### src/hdl/cmr_pkg.sv
// Package for the CAN message reassembler: payload structs, error codes, CRC step.
// No dependencies.
`timescale 1ns / 1ps
package cmr_pkg;

  typedef struct packed {
    logic [4:0]  seq_num;
    logic        ext_format;
    logic        single_flag;
    logic [11:0] msg_len;
    logic [7:0]  start_subtype;
    logic [17:0] crc_field;
    logic [6:0]  frm_bytes;
    logic [7:0]  data_byte;
  } in_item_t;

  typedef struct packed {
    logic        byte_stored;
    logic [9:0]  byte_index;
    logic [7:0]  data_out;
    logic [3:0]  fault_code;
    logic        restarted;
    logic        message_done;
    logic [10:0] message_length;
    logic [7:0]  message_subtype;
  } out_item_t;

  typedef enum logic [3:0] {
    ERR_NONE       = 4'd0,
    ERR_BAD_SEQ    = 4'd1,
    ERR_NOT_EXT    = 4'd2,
    ERR_TOO_LARGE  = 4'd3,
    ERR_EMPTY      = 4'd4,
    ERR_UNEXPECTED = 4'd5,
    ERR_TOO_SMALL  = 4'd6,
    ERR_CRC_FAIL   = 4'd7,
    ERR_ROLLOVER   = 4'd8
  } err_e;

  localparam logic [17:0] CRC_INIT = 18'h3FFFF;
  localparam logic [17:0] CRC_POLY = 18'h23979;

  // Message and frame limits
  localparam int unsigned MAX_MSG_LEN     = 1024;
  localparam int unsigned MAX_SEQ         = 31;
  localparam int unsigned MAX_FRAME_BYTES = 64;

  // Front-end classification of one item, queued to the back end.
  typedef struct packed {
    logic       first;
    logic [6:0] total;
    logic [7:0] data_byte;
    in_item_t   hdr;
  } cls_t;

  // One byte of MSB-first CRC-18 update.
  function automatic logic [17:0] crc_byte(input logic [17:0] crc, input logic [7:0] b);
    logic [17:0] r;
    r = {crc[17:10] ^ b, 10'd0};
    for (int i = 0; i < 8; i++) begin
      r = r[17] ? ({r[16:0], 1'b0} ^ CRC_POLY) : {r[16:0], 1'b0};
    end
    return {crc[9:0], 8'd0} ^ r;
  endfunction

endpackage

### src/hdl/cmr_front.sv
// Front end: accepts items, tracks frame boundaries, tags first items.
// Depends on cmr_pkg.
`timescale 1ns / 1ps
module cmr_front (
  input  logic              clk_i,
  input  logic              rst_ni,
  input  logic              in_valid_i,
  output logic              in_stall_o,
  input  cmr_pkg::in_item_t in_data_i,
  output logic              cls_valid_o,
  input  logic              cls_stall_i,
  output cmr_pkg::cls_t     cls_o
);
  import cmr_pkg::*;

  logic [6:0] pos_q, pos_d, tot_q;
  logic [6:0] tot_cur;
  logic       fire;

  assign in_stall_o  = cls_stall_i;
  assign cls_valid_o = in_valid_i;
  assign fire        = in_valid_i && !cls_stall_i;

  // Take the frame length from the first item only.
  always_comb begin
    tot_cur = (pos_q == 7'd0) ? ((in_data_i.frm_bytes == 7'd0) ? 7'd1 : in_data_i.frm_bytes)
                              : tot_q;
    pos_d   = (pos_q + 7'd1 >= tot_cur) ? 7'd0 : pos_q + 7'd1;
    cls_o.first     = (pos_q == 7'd0);
    cls_o.total     = tot_cur;
    cls_o.data_byte = in_data_i.data_byte;
    cls_o.hdr       = in_data_i;
  end

  // Advance frame position per transfer.
  always_ff @(posedge clk_i or negedge rst_ni) begin
    if (!rst_ni) begin
      pos_q <= '0;
      tot_q <= '0;
    end else if (fire) begin
      pos_q <= pos_d;
      tot_q <= tot_cur;
    end
  end
endmodule

### src/hdl/cmr_fifo.sv
// Two-entry queue between front and back end.
// Depends on cmr_pkg.
`timescale 1ns / 1ps
module cmr_fifo (
  input  logic          clk_i,
  input  logic          rst_ni,
  input  logic          wr_valid_i,
  output logic          wr_stall_o,
  input  cmr_pkg::cls_t wr_data_i,
  output logic          rd_valid_o,
  input  logic          rd_stall_i,
  output cmr_pkg::cls_t rd_data_o
);
  import cmr_pkg::*;

  cls_t       mem_q [2];
  logic       wp_q, rp_q;
  logic [1:0] cnt_q;
  logic       wr, rd;

  assign wr_stall_o = (cnt_q == 2'd2);
  assign rd_valid_o = (cnt_q != 2'd0);
  assign rd_data_o  = mem_q[rp_q];
  assign wr = wr_valid_i && !wr_stall_o;
  assign rd = rd_valid_o && !rd_stall_i;

  // Store entries.
  always_ff @(posedge clk_i) begin
    if (wr) mem_q[wp_q] <= wr_data_i;
  end

  // Move pointers and count.
  always_ff @(posedge clk_i or negedge rst_ni) begin
    if (!rst_ni) begin
      wp_q <= 1'b0;
      rp_q <= 1'b0;
      cnt_q <= '0;
    end else begin
      if (wr) wp_q <= ~wp_q;
      if (rd) rp_q <= ~rp_q;
      cnt_q <= cnt_q + {1'b0, wr} - {1'b0, rd};
    end
  end
endmodule

### src/hdl/cmr_back.sv
// Back end: header checks, byte storage, CRC and end-of-frame verdict.
// Depends on cmr_pkg.
`timescale 1ns / 1ps
module cmr_back (
  input  logic               clk_i,
  input  logic               rst_ni,
  input  logic               fd_mode_i,
  input  logic               cls_valid_i,
  output logic               cls_stall_o,
  input  cmr_pkg::cls_t      cls_i,
  output logic               out_valid_o,
  input  logic               out_stall_i,
  output cmr_pkg::out_item_t out_data_o
);
  import cmr_pkg::*;

  logic [17:0] crc_q, crc_d, tgt_q, tgt_d;
  logic [10:0] asm_q, asm_d, exp_q, exp_d;
  logic [4:0]  nseq_q, nseq_d;
  logic [7:0]  sub_q, sub_d;
  logic [6:0]  keep_q, keep_d, pos_q, pos_d;
  logic        last_q, last_d, sgl_q, sgl_d, drop_q, drop_d;
  logic        ov_q;
  out_item_t   res_q, res;
  logic        take;

  assign cls_stall_o = ov_q && out_stall_i;
  assign take        = cls_valid_i && !cls_stall_o;
  assign out_valid_o = ov_q;
  assign out_data_o  = res_q;

  // Judge one item.
  always_comb begin
    logic [3:0]  err;
    logic [6:0]  keep, flen;
    logic        last, single, emit;
    logic [12:0] sum;
    in_item_t    h;
    h = cls_i.hdr;
    crc_d = crc_q; tgt_d = tgt_q; asm_d = asm_q; exp_d = exp_q; nseq_d = nseq_q;
    sub_d = sub_q; keep_d = keep_q; pos_d = pos_q;
    last_d = last_q; sgl_d = sgl_q; drop_d = drop_q;
    res = '0; err = ERR_NONE; emit = 1'b1;
    flen = h.frm_bytes; keep = flen; last = 1'b0; single = 1'b0;
    sum = '0;
    if (cls_i.first) begin
      if (h.seq_num == 5'd0) begin
        if (nseq_q != 5'd0) begin
          res.restarted = 1'b1;
          crc_d = CRC_INIT; asm_d = '0; nseq_d = '0;
        end
        if (!h.ext_format) err = ERR_NOT_EXT;
        else if ({1'b0, h.msg_len} > 13'(MAX_MSG_LEN) || h.msg_len == 12'd0)
          err = ERR_TOO_LARGE;
        else begin
          sub_d = h.start_subtype; exp_d = h.msg_len[10:0];
          last = h.single_flag; single = h.single_flag;
        end
      end else begin
        last = h.ext_format;
        tgt_d = h.crc_field;
        if (h.seq_num != nseq_q) err = ERR_BAD_SEQ;
      end
      sum = 13'(flen) + 13'(asm_d);
      if (err == ERR_NONE) begin
        if (flen == 7'd0) err = ERR_EMPTY;
        else if (8'(flen) > 8'(MAX_FRAME_BYTES)) err = ERR_UNEXPECTED;
        else if (sum > 13'(exp_d)) begin
          if (!last || !fd_mode_i) err = ERR_UNEXPECTED;
          else keep = (exp_d > asm_d) ? 7'(exp_d - asm_d) : 7'd0;
        end
      end
      if (err != ERR_NONE) begin
        crc_d = CRC_INIT; asm_d = '0; nseq_d = '0;
        res.fault_code = err;
        emit = 1'b0;
        if (cls_i.total > 7'd1) begin
          drop_d = 1'b1; last_d = 1'b0; sgl_d = 1'b0; pos_d = 7'd1;
        end
      end else begin
        last_d = last; sgl_d = single; drop_d = 1'b0; keep_d = keep; pos_d = '0;
      end
    end else if (drop_q) begin
      emit = 1'b0;
      pos_d = pos_q + 7'd1;
      if (pos_d >= cls_i.total) begin
        pos_d = '0; drop_d = 1'b0;
      end
    end
    if (emit) begin
      if (pos_d < keep_d) begin
        res.byte_stored = 1'b1;
        res.byte_index  = asm_d[9:0];
        res.data_out    = cls_i.data_byte;
        if (!sgl_d) crc_d = crc_byte(crc_d, cls_i.data_byte);
        asm_d = asm_d + 11'd1;
      end
      pos_d = pos_d + 7'd1;
      if (pos_d >= cls_i.total) begin
        pos_d = '0;
        last_d = 1'b0; sgl_d = 1'b0; drop_d = 1'b0;
        if (last_q | (cls_i.first & last)) begin
          if (asm_d < exp_d) err = ERR_TOO_SMALL;
          else if (!(cls_i.first ? single : sgl_q) && crc_d != tgt_d) err = ERR_CRC_FAIL;
          if (err == ERR_NONE) begin
            res.message_done    = 1'b1;
            res.message_length  = asm_d;
            res.message_subtype = sub_d;
          end
          crc_d = CRC_INIT; asm_d = '0; nseq_d = '0;
        end else if (asm_d >= exp_d) begin
          err = ERR_TOO_LARGE;
          crc_d = CRC_INIT; asm_d = '0; nseq_d = '0;
        end else if (32'(nseq_d) >= MAX_SEQ) begin
          if (fd_mode_i) begin
            err = ERR_ROLLOVER;
            crc_d = CRC_INIT; asm_d = '0; nseq_d = '0;
          end else nseq_d = 5'd1;
        end else nseq_d = nseq_d + 5'd1;
        res.fault_code = err;
      end
    end
  end

  // Commit state and hold the result register.
  always_ff @(posedge clk_i or negedge rst_ni) begin
    if (!rst_ni) begin
      crc_q <= CRC_INIT; tgt_q <= '0; asm_q <= '0; exp_q <= '0; nseq_q <= '0;
      sub_q <= '0; keep_q <= '0; pos_q <= '0;
      last_q <= 1'b0; sgl_q <= 1'b0; drop_q <= 1'b0; ov_q <= 1'b0;
    end else begin
      if (take) begin
        crc_q <= crc_d; tgt_q <= tgt_d; asm_q <= asm_d; exp_q <= exp_d;
        nseq_q <= nseq_d; sub_q <= sub_d; keep_q <= keep_d; pos_q <= pos_d;
        last_q <= last_d; sgl_q <= sgl_d; drop_q <= drop_d;
        ov_q <= 1'b1;
      end else if (!out_stall_i) ov_q <= 1'b0;
    end
  end

  always_ff @(posedge clk_i) begin
    if (take) res_q <= res;
  end
endmodule

### src/hdl/can_message_reassembler_crc18_unit.sv
// Top level of the CAN message reassembler with CRC-18 check.
// Depends on cmr_pkg, cmr_front, cmr_fifo, cmr_back.
`timescale 1ns / 1ps
// Takes one payload byte per transfer with its frame's unpacked identifier
// fields and returns one result per item, one item per cycle sustained while
// the output does not stall; a result passes through the two-entry queue
// between the frame tracker and the checking stage and then the output
// register. Output stalls hold the checking stage and, once the queue fills,
// the input. The user must write fd_mode through its own valid/ready port
// only while the block is idle; the block itself does not enforce this.
module can_message_reassembler_crc18_unit (
  input  logic               clk_i,
  input  logic               rst_ni,
  input  logic               in_valid_i,
  output logic               in_stall_o,
  input  cmr_pkg::in_item_t  in_data_i,
  output logic               out_valid_o,
  input  logic               out_stall_i,
  output cmr_pkg::out_item_t out_data_o,
  input  logic               cfg_valid_i,
  output logic               cfg_ready_o,
  input  logic               cfg_data_i
);
  import cmr_pkg::*;

  logic fd_q;
  logic f_valid, f_stall, b_valid, b_stall;
  cls_t f_data, b_data;

  assign cfg_ready_o = 1'b1;

  // Hold the mode register.
  always_ff @(posedge clk_i or negedge rst_ni) begin
    if (!rst_ni) fd_q <= 1'b0;
    else if (cfg_valid_i && cfg_ready_o) fd_q <= cfg_data_i;
  end

  cmr_front u_front (
    .clk_i, .rst_ni, .in_valid_i, .in_stall_o, .in_data_i,
    .cls_valid_o(f_valid), .cls_stall_i(f_stall), .cls_o(f_data)
  );

  cmr_fifo u_fifo (
    .clk_i, .rst_ni,
    .wr_valid_i(f_valid), .wr_stall_o(f_stall), .wr_data_i(f_data),
    .rd_valid_o(b_valid), .rd_stall_i(b_stall), .rd_data_o(b_data)
  );

  cmr_back u_back (
    .clk_i, .rst_ni, .fd_mode_i(fd_q),
    .cls_valid_i(b_valid), .cls_stall_o(b_stall), .cls_i(b_data),
    .out_valid_o, .out_stall_i, .out_data_o
  );
endmodule
### config.mk
export PLATFORM = sky130hd
export DESIGN_NAME = can_message_reassembler_crc18_unit
export DESIGN_NICKNAME = d
export VERILOG_FILES = /design/src/hdl/cmr_pkg.sv /design/src/hdl/cmr_front.sv /design/src/hdl/cmr_fifo.sv /design/src/hdl/cmr_back.sv /design/src/hdl/can_message_reassembler_crc18_unit.sv
export SDC_FILE = /design/constraint.sdc
export NUM_CORES = 1
export LEC_CHECK = 0
export ABC_AREA = 1
export BUFFER_PORTS_ARGS = -buffer_cell sky130_fd_sc_hd__clkbuf_2
export CORE_ASPECT_RATIO = 2
export CORE_MARGIN = 10
export CORE_UTILIZATION = 50
export CTS_CLUSTER_SIZE = 25
export DETAILED_ROUTE_END_ITERATION = 6
export PLACE_DENSITY = 0.66
export REMOVE_ABC_BUFFERS = 1
export SLEW_MARGIN = 40
export SYNTH_ARGS = -nofsm -noshare
export SYNTH_HDL_FRONTEND = slang
export SYNTH_SLANG_ARGS = --single-unit
### constraint.sdc
create_clock -name clk_i -period 10.35 [get_ports clk_i]
set_input_delay 1.5525 -clock clk_i [delete_from_list [all_inputs] [get_ports clk_i]]
set_output_delay 1.5525 -clock clk_i [all_outputs]
set_load 0.02 [all_outputs]
==> results of run 1 <==
-- final cells by class --
cell class	count	area [µm²]	share of cell area, %
multi-input combinational	1318	7320	39.5
clock buffer	36	739	3.99
antenna	1	2.50	0.0135
tap	432	541	2.92
timing repair buffer	132	731	3.95
sequential	288	8130	43.9
clock inverter	12	131	0.709
inverter	243	918	4.96
-- worst max-delay path: cells and delay by family (launching register included) --
kind	cells	cell delay, ps
flip-flops	1	630
buffers and inverters	9	1610
adder cells (fa/ha/maj)	3	1090
AO/OA/AOI/OAI	13	2010
AND/OR/NAND/NOR	28	3600
XOR/XNOR	1	300
-- logic make-up after synthesis --
kind of cell,count (synthesis)
flip-flops,288
AO/OA/AOI/OAI,335
XOR/XNOR,66
buffers and inverters,301
adder cells (fa/ha/maj),79
other,1
AND/OR/NAND/NOR,826
multiplexers,11
-- state kept, by name, indices dropped and copies added (netlist names), 7 cells and up --
signal,flops
u_back.pos_q,7
u_front.pos_q,7
u_front.tot_q,7
u_back.crc_q,18
u_back.exp_q,11
u_back.asm_q,11
u_back.tgt_q,18
u_fifo.mem_q,136
u_back.sub_q,8
u_back.out_data_o,44
u_back.keep_q,7
-- synth_stat cells, types with 4 or more instances --
cell and number:
a21o_1 4, a21oi_1 64, a22oi_1 9, a31oi_1 14
buf_2 4, buf_4 4, buf_6 4, clkbuf_1 42
clkinv_1 5, dfrtp_1 90, dfstp_2 18, edfxtp_1 180
ha_1 77, inv_1 232, inv_2 4, mux2i_1 11
nand2_1 426, nand2_2 20, nand2_4 7, nand3_1 96
nand3_2 11, nand4_1 12, nor2_1 191, nor2_2 6
nor2_4 10, nor3_1 16, o211ai_1 5, o21a_1 5
o21ai_0 182, o21ai_1 9, o221ai_1 6, o22ai_1 18
o31ai_1 4, or2_2 13, xnor2_1 9, xor2_1 52
xor2_2 4
-- per-layer routing --
metal	vias up	share of wire (%)
li1	6543	-
met1	6340	35
met2	376	54
met3	136	3.8
met4	0	7.0
met5	-	0
-- final timing paths --
path | from | to | cells after the start
max | u_fifo.rp_q | u_back.crc_q[13] | 54
min | u_back.crc_q[8] | u_back.crc_q[8] | 2
max reg2reg | u_fifo.rp_q | u_back.crc_q[13] | 54
min reg2reg | u_back.crc_q[8] | u_back.crc_q[8] | 2
max in group asynchronous | rst_ni | u_fifo.rp_q | 2
min in group asynchronous | rst_ni | u_front.pos_q[2] | 1
-- timing repair --
action                                 CTS  global route
setup endpoints to repair                0            39
endpoints found under the hold margin    0             0
hold buffers                             0             0
gates resized for setup                  0             3
-- per-stage QoR --
stage	hold WS, ps	setup slack [ps]
floorplan	442	-68.6
finish	471	935
CTS	474	641
detailed placement	462	681
global placement	456	882
global route	486	43.5
==> impl_results.md, run 1 <==
* CP startpoint kind: register
* RSZ-0062 raised after global routing: no
* Outcome: complete, no violations
* Critical-path top delay cell: dfrtp_4
* H-tree depth at 1
* Part of the cycle the worst path needs at 91.0%
* Most common cell after layout, fill and taps aside: nand2_1
* Nets at 2154
* Synth cell types at 61
* Post-synthesis xor/xnor area fraction at 3.71%
* Global-route wire length before repair at 71600 µm
* Placed instance count at 2413
* Die width at 149 µm
* Worst Hold Class: register to register
* Post-synthesis cell count at 1907
* Setup Buffers After CTS at 0
* Max cap viols at 0
* Hold Fails Final Rpt at 0
* Met1 GRT Util at 21.7%
* Clock slew at reported path FFs at 70 ps
* Main synth FF type: edfxtp_1
* Die area at 0.0414 mm²
* Starting Density at 50.6%
* Filler cells at 2961
* Grt total ovfl at 0
* Area after DPL at 0.0176 mm²
* Share of layout cells above drive strength 1 at 14.1%
* Post-Synth Simple-Gate Area at 22.2%
* GR Util met2 at 40.9%
* Initial detailed-routing violation count at 866
* #FFs+latches synth at 288
* Most Crowded Layer GR: met2
* Router iterations before antenna repair at 7
* FP Rows at 94
* Largest net degree at the start of global routing at 114
* Number of global-route vias before repair at 13500
* Synth Area in Compound Gates at 11.3%
* Antenna violations before repair at 1
* Synth async-reset ratio at 37.5%
* Vias/cell at 5.44
* Setup CP Type: register to register
* Final TNS setup at 0 ps
* Fin util at 56.4%
* Max FO, Critical Path at 30
* R2R setup slack at 940 ps
* CP arrival at 9870 ps
* Clock Tree Buf Depth at 3
* Die H at 278 µm
* Cell Area, Synth at 0.0166 mm²
* Design area at 0.0185 mm²
* CTS buffer count at 26
* Tmin final at 9410 ps
* Clk_lat worst skew at 550 ps
* Clk_skew at 20.1 ps
* Largest cells by area after synthesis: edfxtp_1 (33%), dfrtp_1 (14%), nand2_1 (9.6%)
* Multiplexer share of the synthesized area at 0.663%
* I/O pin cnt at 113
* TritonCTS clock tree: built
* Seq/Total Area, Yosys at 48.9%
* Slew @ Worst Pin at 899 ps
* Worst Setup End Kind: register
* Synth top area share at 32.5%
* Total global routing track utilization at 21.9%
* DRC viols at 0
* Slew HR at 39.4%
* Final setup violation count at 0
* Post-synthesis adder-cell area fraction at 6.04%
* Sink Count at 288
* Hpwl dp at 33700 µm
* Pins Over Slew Limit at 0
* CP dominant cell by count: nand2_1
* Number of enable flip-flop cells after synthesis at 180
* Final instance count without filler cells at 2462
* Combinational family with the most area after synthesis: simple AND/OR/NAND/NOR gates
* Met3 Use GR at 2.63%
* GP Congestion at 0.958
* Synthesis-to-finish area growth at 11.5%
* Root buffer cell: clkbuf_16
* Core Footprint at 0.0328 mm²
* DRT antenna net count at 0
* Commonest cells after routing, fill and taps aside: nand2_1 (426), inv_1 (230), nor2_1 (188)
* Slowest stage delay, CP at 630 ps
* Routed WL at 46100 µm
* Mean Syn Cell Area at 8.71 µm²
* IO buf count at 111
* Max Freq at 106 MHz
* Synthesis Warnings at 0
* Vias post-DR at 13400
* Worst EP required at 10800 ps
* Routed WL per cell at 18.7 µm
* Largest area contributor in the netlist: edfxtp_1
Power of run 1 is left out: the tool's default activity adds up to more than one toggle a clock period on the data nets, which glitch-free logic cannot reach.
==> run 2: changes to the inputs <==
--- a/config.mk
+++ b/config.mk
@@ -12,7 +12,8 @@
 export CORE_UTILIZATION = 50
 export CTS_CLUSTER_SIZE = 25
 export DETAILED_ROUTE_END_ITERATION = 6
-export PLACE_DENSITY = 0.66
+export PLACE_DENSITY = 0.7
+export RECOVER_POWER = 50
 export REMOVE_ABC_BUFFERS = 1
 export SLEW_MARGIN = 40
 export SYNTH_ARGS = -nofsm -noshare
==> run 2 against run 1 <==
  * The flow now finishes with violations (capacitance limit, slew limit)
  * Largest cell class unchanged
  * Sequential cell count is the same
  * Cell count rose by 0.12%
  * Highest routed layer unchanged
  * First-iteration DRC count decreased by 2.0%
==> impl_results.md, run 2 (synthesis gave the netlist of run 1 again) <==
* Max Freq at 108 MHz (was 106 MHz)
* Clock slew at reported path FFs at 70 ps (about the same)
* Pins Over Slew Limit at 179 (was 0)
* Max reg flops at 136 (unchanged)
* Setup CP Type: register to register (unchanged)
* Die H at 278 µm (unchanged)
* RR Startpoint: u_fifo.rp_q (unchanged)
* Die width at 149 µm (unchanged)
* Routed WL at 46300 µm (was 46100 µm)
* Total global routing track utilization at 22.1% (was 21.9%)
* Clock Tree Buf Depth at 3 (unchanged)
* Number of global-route vias before repair at 13700 (was 13500)
* FP Rows at 94 (unchanged)
* Critical-path top delay cell: dfrtp_2 (was dfrtp_4)
* Router iterations before antenna repair at 7 (unchanged)
* Hpwl dp at 34600 µm (was 33700 µm)
* Hold Fails Final Rpt at 0 (unchanged)
* TritonCTS clock tree: built (unchanged)
* GP Congestion at 0.991 (was 0.958)
* Worst Setup SP: u_fifo.rp_q (unchanged)
* Worst EP required at 10820 ps (was 10800 ps)
* Part of the cycle the worst path needs at 89.7% (was 91.0%)
* Clk_lat worst skew at 570 ps (was 550 ps)
* Max cap viols at 4 (was 0)
* Clk_skew at 14.5 ps (was 20.1 ps)
* Commonest cells after routing, fill and taps aside: nand2_1 (426), inv_1 (230), nor2_1 (190) (was nand2_1 (426), inv_1 (230), nor2_1 (188))
* DRT antenna net count at 0 (unchanged)
* Antenna violations before repair at 3 (was 1)
* Initial detailed-routing violation count at 849 (was 866)
* Hold_buf cts at 0 (unchanged)
* Slowest stage delay, CP at 470 ps (was 630 ps)
* Most common cell after layout, fill and taps aside: nand2_1 (unchanged)
* Vias post-DR at 13500 (was 13400)
* Outcome: complete, but fails checks (was complete, no violations)
* Die area at 0.0414 mm² (unchanged)
* Slew HR at -142% (was 39.4%)
* Worst setup margin at 1070 ps (was 935 ps)
* Vias/cell at 5.49 (was 5.44)
* CP startpoint kind: register (unchanged)
* RSZ-0062 raised after global routing: no (unchanged)
* Routed WL per cell at 18.8 µm (was 18.7 µm)
* CP dominant cell by count: nand2_1 (unchanged)
* Root buffer cell: clkbuf_16 (unchanged)
* Reg with most FFs: u_fifo.mem_q (unchanged)
* DP Worst Slack at 1010 ps (was 681 ps)
* Sink Count at 288 (unchanged)
* Largest net degree at the start of global routing at 88 (was 114)
* Filler cells at 2990 (was 2961)
* Share of layout cells above drive strength 1 at 11.6% (was 14.1%)
* CTS buffer count at 27 (was 26)
* Final setup violation count at 0 (unchanged)
* Slew @ Worst Pin at 3620 ps (was 899 ps)
* Global-route wire length before repair at 72000 µm (was 71600 µm)
* Worst Setup End Kind: register (unchanged)
* Tmin final at 9280 ps (was 9410 ps)
* Synthesis-to-finish area growth at 11.0% (was 11.5%)
* Worst Hold Class: register to register (unchanged)
* Grt total ovfl at 0 (unchanged)
* Worst hold start: u_back.crc_q[3] (was u_back.crc_q[8])
* Max FO, Critical Path at 15 (was 30)
* Failing checks: capacitance limit, slew limit
* DRC viols at 0 (unchanged)
* IO buf count at 111 (unchanged)
* CP arrival at 9750 ps (was 9870 ps)
* I/O pin cnt at 113 (unchanged)
* H-tree depth at 1 (unchanged)
* Starting Density at 50.6% (unchanged)
* Core Footprint at 0.0328 mm² (unchanged)
* Nets at 2154 (unchanged)
run 2: final cells by class:
cell class | instances | area [µm²] | area share, %
sequential | 288 | 8130 | 44.1
multi-input combinational | 1318 | 7290 | 39.5
inverter | 243 | 918 | 4.98
clock buffer | 33 | 728 | 3.95
timing repair buffer | 131 | 651 | 3.53
tap | 432 | 541 | 2.93
clock inverter | 17 | 169 | 0.916
antenna | 3 | 7.51 | 0.0407
run 2: final timing paths:
kind | cells past startpoint | slack (ps) | end
worst max-delay path | 56 | 1070 | u_back.crc_q[10]
worst min-delay path | 2 | 470 | u_back.crc_q[3]
worst max register to register | 56 | 1070 | u_back.crc_q[10]
worst min register to register | 2 | 470 | u_back.crc_q[3]
max in group asynchronous | 2 | 3690 | u_back.asm_q[3]
min in group asynchronous | 1 | 2000 | u_front.pos_q[2]
run 2: layer usage:
layer | vias up | part of all wire [%] | GRT usage [%]
met3 | 160 | 4.5 | 2.53
met5 | - | 0 | 0
met2 | 475 | 54 | 41.5
li1 | 6535 | - | -
met4 | 0 | 6.9 | 14.1
met1 | 6374 | 34 | 22.1
run 2: repair_timing:
item                                    4_1_cts  5_1_grt
hold endpoints to repair                      0        0
buffers inserted                              0        0
gates resized for setup                       0        1
endpoints found under the setup margin        0        7
run 2: worst max-delay path: cells and delay by family (launching register included):
kind            cells  cell delay (ps)
compound gates     14             1810
xor+xnor            2              440
fa+ha+maj           5             1600
buf+inv            10              990
flops               1              470
simple gates       25             3850
run 2: stage by stage:
stage	hold slack, ps	instance area [µm²]	utilization [%]	setup TNS, ps	cells
finish	473	18400	56.2	0	2465
floorplan	442	16300	-	-185	1849
global placement	457	17600	53.7	0	2411
detailed placement	460	17600	53.7	0	2411
global route	487	18400	56.2	0	2465
CTS	474	18500	56.4	0	2461
Power of run 2 is left out for the same reason.
==> run 3: changes to the inputs <==
--- a/config.mk
+++ b/config.mk
@@ -18,4 +18,5 @@
 export SLEW_MARGIN = 40
 export SYNTH_ARGS = -nofsm -noshare
 export SYNTH_HDL_FRONTEND = slang
+export SYNTH_HIERARCHICAL = 1
 export SYNTH_SLANG_ARGS = --single-unit
==> run 3 against run 2 <==
  * Highest routed layer unchanged
  * The run still ends with capacitance limit, slew limit left
  * Critical endpoint is now u_back/asm_q[2]
  * Die area is 4.5% higher
  * First-iteration DRC count up 12%
  * Sequential cell count stayed put
==> impl_results.md, run 3 <==
* Largest net degree at the start of global routing at 79 (was 88)
* Most Crowded Layer GR: met2 (unchanged)
* H-tree depth at 1 (unchanged)
* Nets at 2264 (was 2154)
* I/O pin cnt at 113 (unchanged)
* Synthesis-to-finish area growth at 7.16% (was 11.0%)
* Core Footprint at 0.0344 mm² (was 0.0328 mm²)
* CP arrival at 9830 ps (was 9750 ps)
* Antenna violations before repair at 0 (was 3)
* TritonCTS clock tree: built (unchanged)
* Routed WL per cell at 18.5 µm (was 18.8 µm)
* Slowest stage delay, CP at 600 ps (was 470 ps)
* Sink Count at 288 (unchanged)
* Met3 Use GR at 2.39% (was 2.53%)
* Grt total ovfl at 0 (unchanged)
* Die width at 152 µm (was 149 µm)
* Router iterations before antenna repair at 5 (was 7)
* FP Rows at 96 (was 94)
* Global-route wire length before repair at 74600 µm (was 72000 µm)
* Max cap viols at 3 (was 4)
* Met1 GRT Util at 20.7% (was 22.1%)
* Hold Fails Final Rpt at 0 (unchanged)
* Final TNS setup at 0 ps (unchanged)
* Commonest cells after routing, fill and taps aside: nand2_1 (625), inv_1 (247), edfxtp_1 (180) (was nand2_1 (426), inv_1 (230), nor2_1 (190))
* Synthesis Warnings at 6 (was 0)
* Worst Hold Class: register to register (unchanged)
* Clk_lat worst skew at 550 ps (was 570 ps)
* WHS at 470 ps (was 473 ps)
* Clock Tree Buf Depth at 3 (unchanged)
* CP startpoint kind: register (unchanged)
* Mean Syn Cell Area at 8.37 µm² (was 8.71 µm²)
* Routed WL at 47700 µm (was 46300 µm)
* DRT antenna net count at 0 (unchanged)
* Outcome: complete, but fails checks (unchanged)
* Initial detailed-routing violation count at 955 (was 849)
* Vias/cell at 5.39 (was 5.49)
* Most common cell after layout, fill and taps aside: nand2_1 (unchanged)
* DP Worst Slack at 675 ps (was 1010 ps)
* Number of global-route vias before repair at 13900 (was 13700)
* RSZ-0062 raised after global routing: no (unchanged)
* Total global routing track utilization at 21.4% (was 22.1%)
* GR Util met2 at 42.2% (was 41.5%)
* DRC viols at 0 (unchanged)
* Hpwl dp at 36200 µm (was 34600 µm)
* Reg with most FFs: u_fifo/mem_q (was u_fifo.mem_q)
* N_diodes at 0 (was 3)
* Final instance count without filler cells at 2578 (was 2465)
* Die H at 284 µm (was 278 µm)
* Critical-path top delay cell: dfrtp_4 (was dfrtp_2)
* Pins Over Slew Limit at 117 (was 179)
* Cell Area, Synth at 0.0174 mm² (was 0.0166 mm²)
* Share of layout cells above drive strength 1 at 11.3% (was 11.6%)
* GP Congestion at 0.971 (was 0.991)
* IO buf count at 111 (unchanged)
* Max FO, Critical Path at 21 (was 15)
* CTS buffer count at 25 (was 27)
* Worst setup margin at 930 ps (was 1070 ps)
* Clk_skew at 31.4 ps (was 14.5 ps)
* Filler cells at 3238 (was 2990)
* Worst Setup End Kind: register (unchanged)
* Tmin final at 9420 ps (was 9280 ps)
* Setup CP Type: register to register (unchanged)
* Starting Density at 50.8% (was 50.6%)
* Part of the cycle the worst path needs at 91.0% (was 89.7%)
* CP dominant cell by count: nand2_1 (unchanged)
* Slew @ Worst Pin at 3410 ps (was 3620 ps)
* Die area at 0.0432 mm² (was 0.0414 mm²)
* Max Freq at 106 MHz (was 108 MHz)
* Hold_buf cts at 0 (unchanged)
* Final setup violation count at 0 (unchanged)
* Vias post-DR at 13900 (was 13500)
* Slew HR at -128% (was -142%)
* Failing checks: capacitance limit, slew limit (unchanged)
* Worst EP required at 10760 ps (was 10820 ps)
* Clock slew at reported path FFs at 70 ps (about the same)
* Root buffer cell: clkbuf_16 (unchanged)
* Placed instance count at 2532 (was 2411)
* Max reg flops at 136 (unchanged)
* Post-synthesis cell count at 2084 (was 1907)
-- run 3: path summary, 6_finish.rpt --
kind                                  start         endpoint  slack (ps)  depth (start not counted)
worst max-delay path            u_fifo/rp_q  u_back/asm_q[2]         930                         55
worst min-delay path            u_fifo/wp_q      u_fifo/wp_q         470                          2
worst max register to register  u_fifo/rp_q  u_back/asm_q[2]         930                         55
worst min register to register  u_fifo/wp_q      u_fifo/wp_q         470                          2
max in group asynchronous            rst_ni      u_fifo/rp_q        3760                          3
min in group asynchronous            rst_ni  u_back/exp_q[3]        1060                          1
-- run 3: area by class of cell --
class	count	area [µm²]	area share, %
flip-flops and latches	288	8130	43.5
multi-input cells	1409	7490	40.1
well taps	441	552	2.95
inverters	262	995	5.32
clock inverters	15	193	1.03
repair buffers	133	658	3.52
clock buffers	30	674	3.61
-- run 3: metrics by stage --
stage	utilization, %	cell area (µm²)
detailed placement	52.2	17900
global placement	52.1	17900
CTS	54.7	18800
global route	54.4	18700
floorplan	-	16600
finish	54.4	18700
-- run 3: critical path: cells and delay by family, from the launching register on --
| family | cells | cell delay (ps) |
|---|---|---|
| adders and majority gates | 5 | 1560 |
| DFF | 1 | 600 |
| buffers and inverters | 10 | 1280 |
| xor gates and xnor gates | 2 | 380 |
| and+or+nand+nor | 27 | 3620 |
| AOI/OAI and AO/OA | 11 | 1820 |
-- run 3: what timing repair did --
action	4_1_cts	5_1_grt
endpoints found under the setup margin	0	44
gates resized for setup	0	8
setup buffers	0	0
-- run 3: routing by layer --
layer | wire (µm) | share of wire [%]
met4 | 2760 | 5.8
met3 | 1960 | 4.1
met5 | 0 | 0
met2 | 26700 | 56
met1 | 16300 | 34
Power of run 3 is left out for the same reason.
